<file path="src/hw/rtl/mm_pkg.sv">
// mm_pkg: shared constants, types and helpers for the matrix multiply block
// used by mm_ram users, mm_ctrl, mm_datapath and matrix_multiply
package mm_pkg;

  localparam int MAX_DIM    = 8;
  localparam int ELEM_WIDTH = 16;

  // fixed field widths
  localparam int OP_W   = 2;
  localparam int IDX_W  = 3;
  localparam int DIM_W  = 4;
  localparam int PROD_W = 32;

  localparam int DIM_LIMIT = (MAX_DIM < 8) ? MAX_DIM : 8;
  localparam int DEPTH     = MAX_DIM * MAX_DIM;
  localparam int ADDR_W    = $clog2(DEPTH);
  localparam int MUL_W     = 2 * ELEM_WIDTH;
  localparam int ACC_W     = MUL_W + $clog2(MAX_DIM) + 1;
  localparam int SAT_W     = (ACC_W > PROD_W + 1) ? ACC_W : PROD_W + 1;

  typedef enum logic [OP_W-1:0] {
    OP_WRITE_A = 2'd0,
    OP_WRITE_B = 2'd1,
    OP_COMPUTE = 2'd2
  } op_e;

  typedef enum logic [1:0] {
    REG_ROWS_A = 2'd0,
    REG_COLS_A = 2'd1,
    REG_ROWS_B = 2'd2,
    REG_COLS_B = 2'd3
  } cfg_idx_e;

  typedef struct packed {
    logic [DIM_W-1:0] rows_a;
    logic [DIM_W-1:0] cols_a;
    logic [DIM_W-1:0] rows_b;
    logic [DIM_W-1:0] cols_b;
  } cfg_t;

  // controller to datapath
  typedef struct packed {
    logic             wr_a;
    logic             wr_b;
    logic             rd_en;
    logic             rd_first;
    logic             load_out;
    logic             out_last;
    logic             bad;
    logic [IDX_W-1:0] row;
    logic [IDX_W-1:0] col;
    logic [IDX_W-1:0] k;
  } cmd_t;

  // datapath to controller
  typedef struct packed {
    logic out_free;
  } status_t;

  function automatic logic [DIM_W-1:0] lim_dim(input logic [DIM_W-1:0] d);
    return (d > DIM_W'(DIM_LIMIT)) ? DIM_W'(DIM_LIMIT) : d;
  endfunction

  function automatic logic [ADDR_W-1:0] elem_addr(input logic [IDX_W-1:0] r,
                                                  input logic [IDX_W-1:0] c);
    return ADDR_W'(ADDR_W'(r) * ADDR_W'(MAX_DIM) + ADDR_W'(c));
  endfunction

endpackage

</file>
<file path="src/hw/rtl/mm_ram.sv">
// mm_ram: generic simple dual-port ram, one write and one registered read
// no dependencies
module mm_ram #(
  parameter int WIDTH = 16,
  parameter int DEPTH = 64
) (
  input  logic                     clk_i,
  input  logic                     we_i,
  input  logic [$clog2(DEPTH)-1:0] waddr_i,
  input  logic [WIDTH-1:0]         wdata_i,
  input  logic                     re_i,
  input  logic [$clog2(DEPTH)-1:0] raddr_i,
  output logic [WIDTH-1:0]         rdata_o
);

  logic [WIDTH-1:0] mem_q [DEPTH];
  logic [WIDTH-1:0] rdata_q;

  always_ff @(posedge clk_i) begin
    if (we_i) begin
      mem_q[waddr_i] <= wdata_i;
    end
    if (re_i) begin
      rdata_q <= mem_q[raddr_i];
    end
  end

  assign rdata_o = rdata_q;

endmodule

</file>
<file path="src/hw/rtl/mm_ctrl.sv">
// mm_ctrl: sequencer for loads and for the row, column and inner-index walk
// depends on mm_pkg
module mm_ctrl (
  input  logic            clk_i,
  input  logic            rst_ni,
  input  logic            in_valid_i,
  input  mm_pkg::op_e     in_op_i,
  output logic            in_ready_o,
  input  mm_pkg::cfg_t    cfg_i,
  input  mm_pkg::status_t status_i,
  output mm_pkg::cmd_t    cmd_o
);
  import mm_pkg::*;

  localparam logic [1:0] ST_IDLE = 2'd0;
  localparam logic [1:0] ST_RUN  = 2'd1;
  localparam logic [1:0] ST_WAIT = 2'd2;
  localparam logic [1:0] ST_EMIT = 2'd3;

  logic [1:0]       state_q, state_d;
  logic [IDX_W-1:0] r_q, r_d, c_q, c_d, k_q, k_d;
  logic [DIM_W-1:0] m_q, m_d, n_q, n_d, inner_q, inner_d;
  logic             bad_q, bad_d;
  logic             wait_q, wait_d;

  logic [DIM_W-1:0] m_new, n_new, inner_new, inner_b_new;
  logic             bad_new, row_end, col_end;

  assign m_new       = lim_dim(cfg_i.rows_a);
  assign n_new       = lim_dim(cfg_i.cols_b);
  assign inner_new   = lim_dim(cfg_i.cols_a);
  assign inner_b_new = lim_dim(cfg_i.rows_b);
  assign bad_new     = (inner_new != inner_b_new) || (inner_new == '0);

  assign col_end = (DIM_W'(c_q) + DIM_W'(1)) == n_q;
  assign row_end = (DIM_W'(r_q) + DIM_W'(1)) == m_q;

  assign in_ready_o = (state_q == ST_IDLE);

  always_comb begin
    state_d = state_q;
    r_d     = r_q;
    c_d     = c_q;
    k_d     = k_q;
    m_d     = m_q;
    n_d     = n_q;
    inner_d = inner_q;
    bad_d   = bad_q;
    wait_d  = wait_q;

    cmd_o          = '0;
    cmd_o.row      = r_q;
    cmd_o.col      = c_q;
    cmd_o.k        = k_q;
    cmd_o.bad      = bad_q;
    cmd_o.rd_first = (k_q == '0);
    cmd_o.out_last = row_end && col_end;

    unique case (state_q)
      ST_IDLE: begin
        if (in_valid_i) begin
          unique case (in_op_i)
            OP_WRITE_A: cmd_o.wr_a = 1'b1;
            OP_WRITE_B: cmd_o.wr_b = 1'b1;
            OP_COMPUTE: begin
              m_d     = m_new;
              n_d     = n_new;
              inner_d = inner_new;
              bad_d   = bad_new;
              r_d     = '0;
              c_d     = '0;
              k_d     = '0;
              if (m_new != '0 && n_new != '0) begin
                state_d = bad_new ? ST_EMIT : ST_RUN;
              end
            end
            default: ;
          endcase
        end
      end
      ST_RUN: begin
        cmd_o.rd_en = 1'b1;
        if ((DIM_W'(k_q) + DIM_W'(1)) == inner_q) begin
          k_d     = '0;
          wait_d  = 1'b0;
          state_d = ST_WAIT;
        end else begin
          k_d = k_q + IDX_W'(1);
        end
      end
      ST_WAIT: begin
        // covers ram read and multiply register before the sum settles
        wait_d = 1'b1;
        if (wait_q) begin
          state_d = ST_EMIT;
        end
      end
      ST_EMIT: begin
        if (status_i.out_free) begin
          cmd_o.load_out = 1'b1;
          if (row_end && col_end) begin
            state_d = ST_IDLE;
          end else begin
            if (col_end) begin
              c_d = '0;
              r_d = r_q + IDX_W'(1);
            end else begin
              c_d = c_q + IDX_W'(1);
            end
            state_d = bad_q ? ST_EMIT : ST_RUN;
          end
        end
      end
      default: state_d = ST_IDLE;
    endcase
  end

  always_ff @(posedge clk_i or negedge rst_ni) begin
    if (!rst_ni) begin
      state_q <= ST_IDLE;
      r_q     <= '0;
      c_q     <= '0;
      k_q     <= '0;
      m_q     <= '0;
      n_q     <= '0;
      inner_q <= '0;
      bad_q   <= 1'b0;
      wait_q  <= 1'b0;
    end else begin
      state_q <= state_d;
      r_q     <= r_d;
      c_q     <= c_d;
      k_q     <= k_d;
      m_q     <= m_d;
      n_q     <= n_d;
      inner_q <= inner_d;
      bad_q   <= bad_d;
      wait_q  <= wait_d;
    end
  end

endmodule

</file>
<file path="src/hw/rtl/mm_datapath.sv">
// mm_datapath: element stores, multiply-accumulate pipe, saturation, output word
// depends on mm_pkg and mm_ram
module mm_datapath (
  input  logic                          clk_i,
  input  logic                          rst_ni,
  input  mm_pkg::cmd_t                  cmd_i,
  output mm_pkg::status_t               status_o,
  input  logic [mm_pkg::IDX_W-1:0]      in_row_i,
  input  logic [mm_pkg::IDX_W-1:0]      in_col_i,
  input  logic [mm_pkg::ELEM_WIDTH-1:0] in_value_i,
  output logic                          out_valid_o,
  input  logic                          out_ready_i,
  output logic [mm_pkg::IDX_W-1:0]      out_row_o,
  output logic [mm_pkg::IDX_W-1:0]      out_col_o,
  output logic [mm_pkg::PROD_W-1:0]     out_product_o,
  output logic                          out_last_o,
  output logic                          out_err_o
);
  import mm_pkg::*;

  localparam bit ROW_ALL = (MAX_DIM >= 8);
  localparam logic signed [SAT_W-1:0] P_MAX = {{(SAT_W-PROD_W+1){1'b0}}, {(PROD_W-1){1'b1}}};
  localparam logic signed [SAT_W-1:0] P_MIN = {{(SAT_W-PROD_W+1){1'b1}}, {(PROD_W-1){1'b0}}};

  logic                  in_ok;
  logic [ADDR_W-1:0]     waddr, a_raddr, b_raddr;
  logic [ELEM_WIDTH-1:0] a_rdata, b_rdata;

  logic                    rd_v_q, rd_first_q;
  logic                    mul_v_q, mul_first_q;
  logic signed [MUL_W-1:0] mul_q;
  logic signed [ACC_W-1:0] acc_q, acc_d, mul_ext;
  logic signed [SAT_W-1:0] acc_wide;
  logic [PROD_W-1:0]       sat_val;

  logic                 out_valid_q;
  logic [IDX_W-1:0]     out_row_q, out_col_q;
  logic [PROD_W-1:0]    out_prod_q;
  logic                 out_last_q, out_err_q;

  // writes beyond the store are dropped
  assign in_ok = ROW_ALL ||
                 ((in_row_i < IDX_W'(MAX_DIM)) && (in_col_i < IDX_W'(MAX_DIM)));
  assign waddr   = elem_addr(in_row_i, in_col_i);
  assign a_raddr = elem_addr(cmd_i.row, cmd_i.k);
  assign b_raddr = elem_addr(cmd_i.k, cmd_i.col);

  mm_ram #(.WIDTH(ELEM_WIDTH), .DEPTH(DEPTH)) u_ram_a (
    .clk_i   (clk_i),
    .we_i    (cmd_i.wr_a && in_ok),
    .waddr_i (waddr),
    .wdata_i (in_value_i),
    .re_i    (cmd_i.rd_en),
    .raddr_i (a_raddr),
    .rdata_o (a_rdata)
  );

  mm_ram #(.WIDTH(ELEM_WIDTH), .DEPTH(DEPTH)) u_ram_b (
    .clk_i   (clk_i),
    .we_i    (cmd_i.wr_b && in_ok),
    .waddr_i (waddr),
    .wdata_i (in_value_i),
    .re_i    (cmd_i.rd_en),
    .raddr_i (b_raddr),
    .rdata_o (b_rdata)
  );

  assign mul_ext = {{(ACC_W-MUL_W){mul_q[MUL_W-1]}}, mul_q};
  assign acc_d   = mul_first_q ? mul_ext : acc_q + mul_ext;

  // sign-extended view of the running sum
  assign acc_wide = SAT_W'(acc_q);

  always_comb begin
    priority if (acc_wide > P_MAX) begin
      sat_val = P_MAX[PROD_W-1:0];
    end else if (acc_wide < P_MIN) begin
      sat_val = P_MIN[PROD_W-1:0];
    end else begin
      sat_val = acc_wide[PROD_W-1:0];
    end
  end

  assign status_o.out_free = !out_valid_q || out_ready_i;

  always_ff @(posedge clk_i or negedge rst_ni) begin
    if (!rst_ni) begin
      rd_v_q      <= 1'b0;
      mul_v_q     <= 1'b0;
      out_valid_q <= 1'b0;
    end else begin
      rd_v_q  <= cmd_i.rd_en;
      mul_v_q <= rd_v_q;
      if (cmd_i.load_out) begin
        out_valid_q <= 1'b1;
      end else if (out_ready_i) begin
        out_valid_q <= 1'b0;
      end
    end
  end

  always_ff @(posedge clk_i) begin
    rd_first_q <= cmd_i.rd_first;
    if (rd_v_q) begin
      mul_q       <= $signed(a_rdata) * $signed(b_rdata);
      mul_first_q <= rd_first_q;
    end
    if (mul_v_q) begin
      acc_q <= acc_d;
    end
    if (cmd_i.load_out) begin
      out_row_q  <= cmd_i.row;
      out_col_q  <= cmd_i.col;
      out_prod_q <= cmd_i.bad ? '0 : sat_val;
      out_last_q <= cmd_i.out_last;
      out_err_q  <= cmd_i.bad;
    end
  end

  assign out_valid_o   = out_valid_q;
  assign out_row_o     = out_row_q;
  assign out_col_o     = out_col_q;
  assign out_product_o = out_prod_q;
  assign out_last_o    = out_last_q;
  assign out_err_o     = out_err_q;

endmodule

</file>
<file path="src/hw/rtl/matrix_multiply.sv">
// matrix_multiply: top level, configuration registers and stream ports
// depends on mm_pkg, mm_ctrl, mm_datapath (and through it mm_ram)
//
// usage
//   input stream: each word is either an element write to store A or B at
//   (row, col), or a compute command. element writes are taken one per cycle
//   whenever the block is idle. a compute command starts a walk over the
//   rows_a x cols_b product in row-major order; no input word is taken until
//   the last product word has been handed to the output register.
//   output stream: one word per product element, tlast on the final one,
//   tuser set when the inner sizes differ or are zero (then product is 0).
//   configuration: cfg_we_i writes register cfg_idx_i (rows_a, cols_a,
//   rows_b, cols_b); the user must write only while the block is idle,
//   which the block itself leaves unchecked. sizes above 8 count as 8.
//   datapath: the single shared multiply-accumulate unit reads one A and
//   one B element per cycle over the inner index; the ram read and the
//   multiply are registered before each sum is ready, and the sum is then
//   loaded into the output register. with a size error no elements are
//   read and each product word goes straight to the output register.
//   stalls: the output register holds the word until m_axis_tready; the walk
//   waits on it. the next input word may be accepted while the final product
//   word still waits.
//   reset: sizes return to 8, the element stores are left as they were
//   and must be written before use.
module matrix_multiply (
  input  logic                      clk_i,
  input  logic                      rst_ni,
  // configuration write port
  input  logic                      cfg_we_i,
  input  logic [1:0]                cfg_idx_i,
  input  logic [mm_pkg::DIM_W-1:0]  cfg_wdata_i,
  // input stream
  input  logic                      s_axis_tvalid,
  output logic                      s_axis_tready,
  input  logic [23:0]               s_axis_tdata,  // operation, row, col, value
  // output stream
  output logic                      m_axis_tvalid,
  input  logic                      m_axis_tready,
  output logic [39:0]               m_axis_tdata,  // out_row, out_col, product, zero pad
  output logic                      m_axis_tlast,
  output logic                      m_axis_tuser   // size_error
);
  import mm_pkg::*;

  // configuration registers
  logic [DIM_W-1:0] rows_a_q, cols_a_q, rows_b_q, cols_b_q;
  cfg_t             cfg;

  // input word fields
  op_e                   in_op;
  logic [IDX_W-1:0]      in_row, in_col;
  logic [ELEM_WIDTH-1:0] in_value;

  // output word fields
  logic [IDX_W-1:0]  out_row, out_col;
  logic [PROD_W-1:0] out_product;

  cmd_t    cmd;
  status_t status;

  assign in_op    = op_e'(s_axis_tdata[1:0]);
  assign in_row   = s_axis_tdata[4:2];
  assign in_col   = s_axis_tdata[7:5];
  assign in_value = s_axis_tdata[23:8];

  always_ff @(posedge clk_i or negedge rst_ni) begin
    if (!rst_ni) begin
      rows_a_q <= DIM_W'(8);
      cols_a_q <= DIM_W'(8);
      rows_b_q <= DIM_W'(8);
      cols_b_q <= DIM_W'(8);
    end else if (cfg_we_i) begin
      unique case (cfg_idx_e'(cfg_idx_i))
        REG_ROWS_A: rows_a_q <= cfg_wdata_i;
        REG_COLS_A: cols_a_q <= cfg_wdata_i;
        REG_ROWS_B: rows_b_q <= cfg_wdata_i;
        REG_COLS_B: cols_b_q <= cfg_wdata_i;
        default: ;
      endcase
    end
  end

  assign cfg.rows_a = rows_a_q;
  assign cfg.cols_a = cols_a_q;
  assign cfg.rows_b = rows_b_q;
  assign cfg.cols_b = cols_b_q;

  mm_ctrl u_ctrl (
    .clk_i      (clk_i),
    .rst_ni     (rst_ni),
    .in_valid_i (s_axis_tvalid),
    .in_op_i    (in_op),
    .in_ready_o (s_axis_tready),
    .cfg_i      (cfg),
    .status_i   (status),
    .cmd_o      (cmd)
  );

  mm_datapath u_datapath (
    .clk_i         (clk_i),
    .rst_ni        (rst_ni),
    .cmd_i         (cmd),
    .status_o      (status),
    .in_row_i      (in_row),
    .in_col_i      (in_col),
    .in_value_i    (in_value),
    .out_valid_o   (m_axis_tvalid),
    .out_ready_i   (m_axis_tready),
    .out_row_o     (out_row),
    .out_col_o     (out_col),
    .out_product_o (out_product),
    .out_last_o    (m_axis_tlast),
    .out_err_o     (m_axis_tuser)
  );

  assign m_axis_tdata = {2'b00, out_product, out_col, out_row};

  // a size error always carries a zero product
  assert property (@(posedge clk_i) disable iff (!rst_ni)
    (m_axis_tvalid && m_axis_tuser) |-> (out_product == '0))
    else $error("size error word with non-zero product");

  // a compute word closes the input until the walk is done
  assert property (@(posedge clk_i) disable iff (!rst_ni)
    (s_axis_tvalid && s_axis_tready && (in_op == OP_COMPUTE) &&
     (lim_dim(rows_a_q) != '0) && (lim_dim(cols_b_q) != '0)) |=> !s_axis_tready)
    else $error("input accepted during a compute walk");

  // the final word sits at the bottom-right corner of the product
  assert property (@(posedge clk_i) disable iff (!rst_ni)
    (m_axis_tvalid && m_axis_tlast) |->
      ((DIM_W'(out_row) + DIM_W'(1)) == lim_dim(rows_a_q)) &&
      ((DIM_W'(out_col) + DIM_W'(1)) == lim_dim(cols_b_q)))
    else $error("last word not at final product position");

endmodule

</file>
<file path="config.mk">
export PLATFORM = sky130hd
export DESIGN_NAME = matrix_multiply
export DESIGN_NICKNAME = d
export VERILOG_FILES = /design/src/hw/rtl/mm_pkg.sv /design/src/hw/rtl/mm_ram.sv /design/src/hw/rtl/mm_ctrl.sv /design/src/hw/rtl/mm_datapath.sv /design/src/hw/rtl/matrix_multiply.sv
export SDC_FILE = /design/constraint.sdc
export NUM_CORES = 2
export LEC_CHECK = 0
export BUFFER_PORTS_ARGS = -buffer_cell sky130_fd_sc_hd__buf_2
export CAP_MARGIN = 20
export CORE_MARGIN = 2
export CORE_UTILIZATION = 27
export DETAILED_ROUTE_END_ITERATION = 8
export GPL_TIMING_DRIVEN = 0
export PLACE_DENSITY_LB_ADDON = 0.15
export SYNTH_ARGS = -nofsm -noshare
export SYNTH_HDL_FRONTEND = slang
export SYNTH_HIERARCHICAL = 1
export SYNTH_SLANG_ARGS = --single-unit
export TNS_END_PERCENT = 20
</file>
<file path="constraint.sdc">
create_clock -name clk_i -period 5.94 [get_ports clk_i]
set_input_delay 0.594 -clock clk_i [delete_from_list [all_inputs] [get_ports clk_i]]
set_output_delay 0.594 -clock clk_i [all_outputs]
set_load 0.05 [all_outputs]
</file>
==> Word level (Yosys, flattened, before mapping) <==
Memory sizes are Yosys's and may differ from the RTL's. A register that Yosys moved wholly into a read port is not among the register bits.
Cells that the tools add are included.
{ "op_classes": {"add_sub_neg": 10, "n_mul": 1, "n_div": 0, "magnitude_cmp": 6, "eq_ne": 20, "shifts": 0, "mux": 44, "bitwise": 0, "reduce_logical": 27} }
{ "ops": {"columns": ["op", "count"], "rows": [
  ["$add A36 B32 Y36", 1],
  ["$gt A36 B32 Y1 const B", 1],
  ["$lt A36 B32 Y1 const B", 1],
  ["$mux W36", 1],
  ["$mul A16 B16 Y32", 1],
  ["$mux W32", 1],
  ["$mux W31", 1],
  ["$mux W3", 9],
  ["$mux W2", 11],
  ["$add A6 B3 Y6", 3],
  ["$pmux W3 S2", 3],
  ["$gt A4 B4 Y1 const B", 4],
  ["$mux W4", 4],
  ["$add A3 B1 Y4 const B", 3],
  ["$eq A4 B4 Y1", 3],
  ["$mux W1", 12],
  ["$reduce_and A6 Y1", 2],
  ["$eq A2 B2 Y1 const B", 5],
  ["$ne A2 B1 Y1 const B", 5],
  ["$reduce_and A2 Y1", 5],
  ["$add A3 B1 Y3 const B", 3],
  ["$pmux W2 S4", 1],
  ["$reduce_bool A2 Y1", 4],
  ["$reduce_bool A4 Y1", 2],
  ["other kinds (13)", 22]
]} }
{ "word_totals": {"register_bits": 154, "latchBits": 0, "ram_bits": 2048, "romBits": 0, "output_inout_bits": 44, "wordCells": 136, "memories": 2} }
{ "mem_list": {"columns": ["name", "words", "width", "rd", "rd_clocked_by_memory_dff", "wr", "line_no", "text"], "rows": [
  ["u_datapath.u_ram_a.mem_q", 64, 16, 1, 1, 1, "mm_ram.sv:16", "logic [WIDTH-1:0] mem_q [DEPTH];"],
  ["u_datapath.u_ram_b.mem_q", 64, 16, 1, 1, 1, "mm_ram.sv:16", null]
]} }

==> Longest topological paths before layout <==
{ "logic_depth": {"depth_word": 9, "mapped_depth": 24, "mapped_depth_nobuf": 23} }

==> Cells and area by module <==
Netlist, hierarchy kept.
{ "modules_own_cells": {"columns": ["mod", "instances", "cells_each", "area_each_um2"], "rows": [
  ["mm_ram", 2, 1829, 40202.3],
  ["mm_datapath", 1, 1576, 15710.1],
  ["mm_ctrl", 1, 169, 1647.8],
  ["matrix_multiply", 1, 39, 643.1]
]} }

==> Worst setup path after synthesis <==
Ideal clock, no wire load.
{ "synth_path": {"path_kind": "reg2reg", "start": "register u_datapath.u_ram_a.rdata_q[15], in the netlist u_datapath/u_ram_a/rdata_o[15] (read register of u_datapath.u_ram_a.mem_q)", "end": "register u_datapath.mul_q[30] (data pin)", "arrival_ns": 5.948, "setup_slack_ns": -0.265, "path_stages_with_launch": 22, "n_path_buf": 1, "period_less_slack_ns": 6.205, "path_cell_list": "edfxtp_1 > clkbuf_1 > nand2_1 > inv_1 > fa_1 > fa_1 > fa_1 > fa_1 > fa_1 > inv_1 > fa_1 > inv_1 > ha_1 > a21o_1 > a21oi_2 > o21ai_1 > or3_4 > o211ai_2 > o211ai_2 > a31o_1 > a21oi_2 > xnor2_1"} }
{ "synth_between": {"elab_chain_len": 1} }
{ "synth_rtl": {"columns": ["item", "line_no", "text"], "rows": [
  ["from (decl)", "mm_ram.sv:17", "logic [WIDTH-1:0] rdata_q;"],
  ["$mul A16 B16 Y32", "mm_datapath.sv:105", "mul_q <= $signed(a_rdata) * $signed(b_rdata);"],
  ["to (signal assigned)", "mm_datapath.sv:105", null],
  ["to (decl)", "mm_datapath.sv:31", "logic signed [MUL_W-1:0] mul_q;"]
]} }
Every way passes these cells.
A chain may end at the register's enable or synchronous reset.

==> Worst setup path after layout <==
{ "layout_path": {"start": "register u_datapath.u_ram_b.rdata_q[5], in the netlist u_datapath/u_ram_b/rdata_o[5] (read register of u_datapath.u_ram_b.mem_q)", "end": "register u_datapath.mul_q[19] (data pin)"} }
{ "layout_between": {"elab_chain_len": 1} }
{ "layout_rtl": {"columns": ["item", "line_no"], "rows": [
  ["from (decl)", "mm_ram.sv:17"],
  ["$mul A16 B16 Y32", "mm_datapath.sv:105"]
]} }
Every way passes these cells.

==> reports/metrics.cfg <==
[run_status]
status=complete, but fails checks
violations=setup timing

[synth]
synth_xor_xnor_area_share_pct=0.620
ys_types=107
yosys_warnings=6
muxShareOfSynthArea_pct=12.9
synthSimpleGateAreaFrac_pct=4.75
synth_top_flop_cell=edfxtp_1
syn_area_sq_um=98400
synth_edf_count=2189
ys_ff_latch=2234
synth-compound-area-share_pct=3.95
synthAdderAreaFrac_pct=6.89
syn-instance-count=5442
yosysSeqAreaShare_pct=67.9
synth-async-reset-ratio_pct=1.97
syn_area_per_cell_sq_um=18.1
synth_top_family_by_area=multiplexers

[clocking]
cts_buffer_depth=4
clkSlewWorstSetupHoldPaths_ns=0.06
cts_sinks=2234
clock_latency_ns=0.91
h-tree-depth=5
cts_tree=yes
cts-root-buf=clkbuf_16
numCtsBuffers=267

[critical_path]
reg2regPathDepth=23
crit_required_ns=6.53
timing.rr.end=u_datapath/mul_q[19]$_DFFE_PP_
crit_fanout=4
path_class=reg2reg
critPathCaptureType=flip-flop
crit_family=adder cells
cp_num_buf_inv=6
cp.depth=23
cp.arrival_ns=6.85
slowest_stage=fa_2
start_kind=flip-flop
max_stage_delay_ns=0.58
reg2reg_slack_ns=-0.31
r2r_start=u_datapath/u_ram_b/rdata_o[5]$_DFFE_PP_
worstPathCellList=clkbuf_16 -> and2_4 -> fa_1 -> inv_2 -> fa_2 -> fa_2 -> fa_1 -> inv_2 -> fa_1 -> inv_2 -> fa_1 -> inv_2 -> ha_4 -> nand4_1 -> nor2_2 -> a211oi_2 -> buf_4 -> a21boi_2 -> o21a_1 -> o21a_1 -> or2_4 -> a21oi_2 -> xnor2_1

[route]
drt-pass1-iter-count=6
antenna_left=0
drt-initial-drc-count=4725
drc=0
drt_wl_total_microns=306000
post_drt_wl_per_cell_microns=27.8
vias_per_cell=4.77
num_vias=52700

[sta]
fmax_mhz=160
fin_skew_ns=0.0702
setup_slack_ns=-0.312
hold_viol=0
period_share_pct=105
fin_setup_tns_ns=-1.52
max-slew-margin-rel_pct=5.86
worst_pin_slew_ns=1.41
rsz0062_at_grt=yes
slew_viol_final=0
setup_viol=11
min_period_ns=6.25

[hold_path]
min_path_type=in2reg
min_to=rows_a_q[3]$_DFFE_PN1P_
hold_path_depth=2
hp-start=cfg_wdata_i[3]

[grt]
grt_overflow_total=0
grt_use_total_pct=16.3
antenna_found_initial=34
grt_max_degree=97
grt_pass1_wl_microns=429000
grt_pass1_vias=54400

[finish]
fin_nets=6453
final_common_cell=edfxtp_1
utilization_pct=32.4
final_cell_mix=2189 x edfxtp_1, 440 x mux4_2, 308 x nand2_1
drive_above_1_share_pct=26.5
stdcell_count=11000
final_area_sq_um=118000
synthToLayoutAreaGrowth_pct=19.5

[floorplan]
io_pins=79
die_w_microns=608
core_sq_um=363000
start_util_pct=27.1
die_area_sq_um=369000
die_y_microns=608
rows=221

[power]
power_density_nw_per_um2=282
ir_drop_mv=0.224
finalPower_uw=33200
power_leakage_uw=0.0398

[place]
place_area_sq_um=108000
dpl.hpwl_microns=213000
place_congestion=0.896
numPortBuffers=71
place_inst=10500

[job]
cap_violations=0

## cell families after synthesis
kind of cell	count (synthesis)
xor gates and xnor gates	68
buffers and inverters	585
AOI/OAI and AO/OA	539
adders and majority gates	384
and+or+nand+nor	936
muxes	695
other	1
DFF	2234
## state kept, by name, summed over array words and instances (netlist names), 2 cells and up
name                        flops
cols_a_q                        4
cols_b_q                        4
rows_a_q                        4
rows_b_q                        4
u_ctrl/c_q                      3
u_ctrl/inner_q                  4
u_ctrl/k_q                      3
u_ctrl/m_q                      4
u_ctrl/n_q                      4
u_ctrl/r_q                      3
u_ctrl/state_q                  2
u_datapath/acc_q               36
u_datapath/mul_q               32
u_datapath/out_col_o            3
u_datapath/out_product_o       32
u_datapath/out_row_o            3
u_datapath/u_ram_a/mem_q     1024
u_datapath/u_ram_a/rdata_o     16
u_datapath/u_ram_b/mem_q     1024
u_datapath/u_ram_b/rdata_o     16
## synth_stat cells (11+ instances only)
cell,count,area share [%]
nor2b_1,68,0.43
dfrtp_1,40,1.0
and2_1,134,0.85
and4_1,11,0.098
nand2b_1,31,0.20
buf_4,29,0.22
a221o_1,13,0.13
a311oi_1,16,0.14
a21oi_1,86,0.44
a211o_1,20,0.18
a211oi_1,25,0.19
a22o_1,13,0.12
nor3_1,14,0.071
a21o_1,23,0.18
nand2_1,314,1.2
o21a_1,41,0.31
mux4_2,440,10
a31oi_1,26,0.17
fa_1,263,5.4
a22oi_1,78,0.60
o21ai_0,70,0.36
nor2_1,195,0.74
nand3_1,69,0.35
mux2_2,74,0.85
inv_1,318,1.2
buf_6,35,0.40
mux2i_1,173,1.8
nand4_1,30,0.19
o21ai_1,20,0.10
ha_1,121,1.5
buf_2,75,0.38
xor2_1,28,0.25
edfxtp_1,2189,67
clkbuf_1,100,0.38
xnor2_1,39,0.35
a221oi_1,33,0.29
## worst max path at each step
stage / slack, ns / endpoint / startpoint
floorplan: 0.004 / u_datapath/mul_q[30]$_DFFE_PP_ / u_datapath/u_ram_b/rdata_o[6]$_DFFE_PP_
global placement: -2.01 / u_datapath/u_ram_a/mem_q[61][4]$_DFFE_PP_ / u_ctrl/state_q[1]$_DFFE_PN0P_
detailed placement: -1.26 / u_datapath/mul_q[31]$_DFFE_PP_ / u_datapath/u_ram_a/rdata_o[9]$_DFFE_PP_
CTS: -0.35 / u_datapath/mul_q[30]$_DFFE_PP_ / u_datapath/u_ram_b/rdata_o[3]$_DFFE_PP_
global route: -0.49 / u_datapath/mul_q[30]$_DFFE_PP_ / u_datapath/u_ram_a/rdata_o[13]$_DFFE_PP_
finish: -0.31 / u_datapath/mul_q[19]$_DFFE_PP_ / u_datapath/u_ram_b/rdata_o[5]$_DFFE_PP_
## where the power goes
part / total, uW / internal [uW] / leakage, uW / switching (uW)
logic: 440 / 83.8 / 0.0154 / 356
clock network: 15400 / 8860 / 0.00397 / 6580
registers: 17300 / 17300 / 0.0204 / 24.8
## cell type report
| type | instances | area, sq um |
|---|---|---|
| Multi-Input combinational cell | 2624 | 29400 |
| Clock buffer | 331 | 7030 |
| Antenna cell | 23 | 57.6 |
| Clock inverter | 127 | 1080 |
| Inverter | 318 | 1190 |
| Fill cell | 34900 | 245000 |
| Tap cell | 4794 | 6000 |
| Sequential cell | 2234 | 66900 |
| Timing Repair Buffer | 324 | 4100 |
| Buffer | 265 | 1920 |
## routing by layer
layer | part of all wire, % | wire length [microns] | GRT usage, % | vias to the layer above
met2 | 48 | 148000 | 27.0 | 1363
li1 | - | - | - | 22400
met4 | 2.5 | 7650 | 4.08 | 0
met1 | 45 | 136000 | 22.4 | 28500
met3 | 4.7 | 14400 | 2.42 | 409
met5 | 0 | 0 | 0 | -
## metrics by stage
stage | hold slack [ns] | setup WS [ns]
2_1_floorplan | 0.298 | 0.00431
3_3_place_gp | 0.498 | -2.01
3_5_place_dp | 0.497 | -1.26
4_1_cts | 0.0000119 | -0.349
5_1_grt | 0.0507 | -0.488
6_report | 0.0786 | -0.312
## what timing repair did
| item | CTS | global route |
|---|---|---|
| hold buffers | 4 | 0 |
| pin swaps | 67 | 47 |
| setup buffers | 70 | 23 |
| cloned | 0 | 1 |
| hold endpoints to repair | 20 | 0 |
| resized for setup | 88 | 62 |
| setup endpoints to repair | 19 | 17 |
Power figures use the tool's default switching activity.
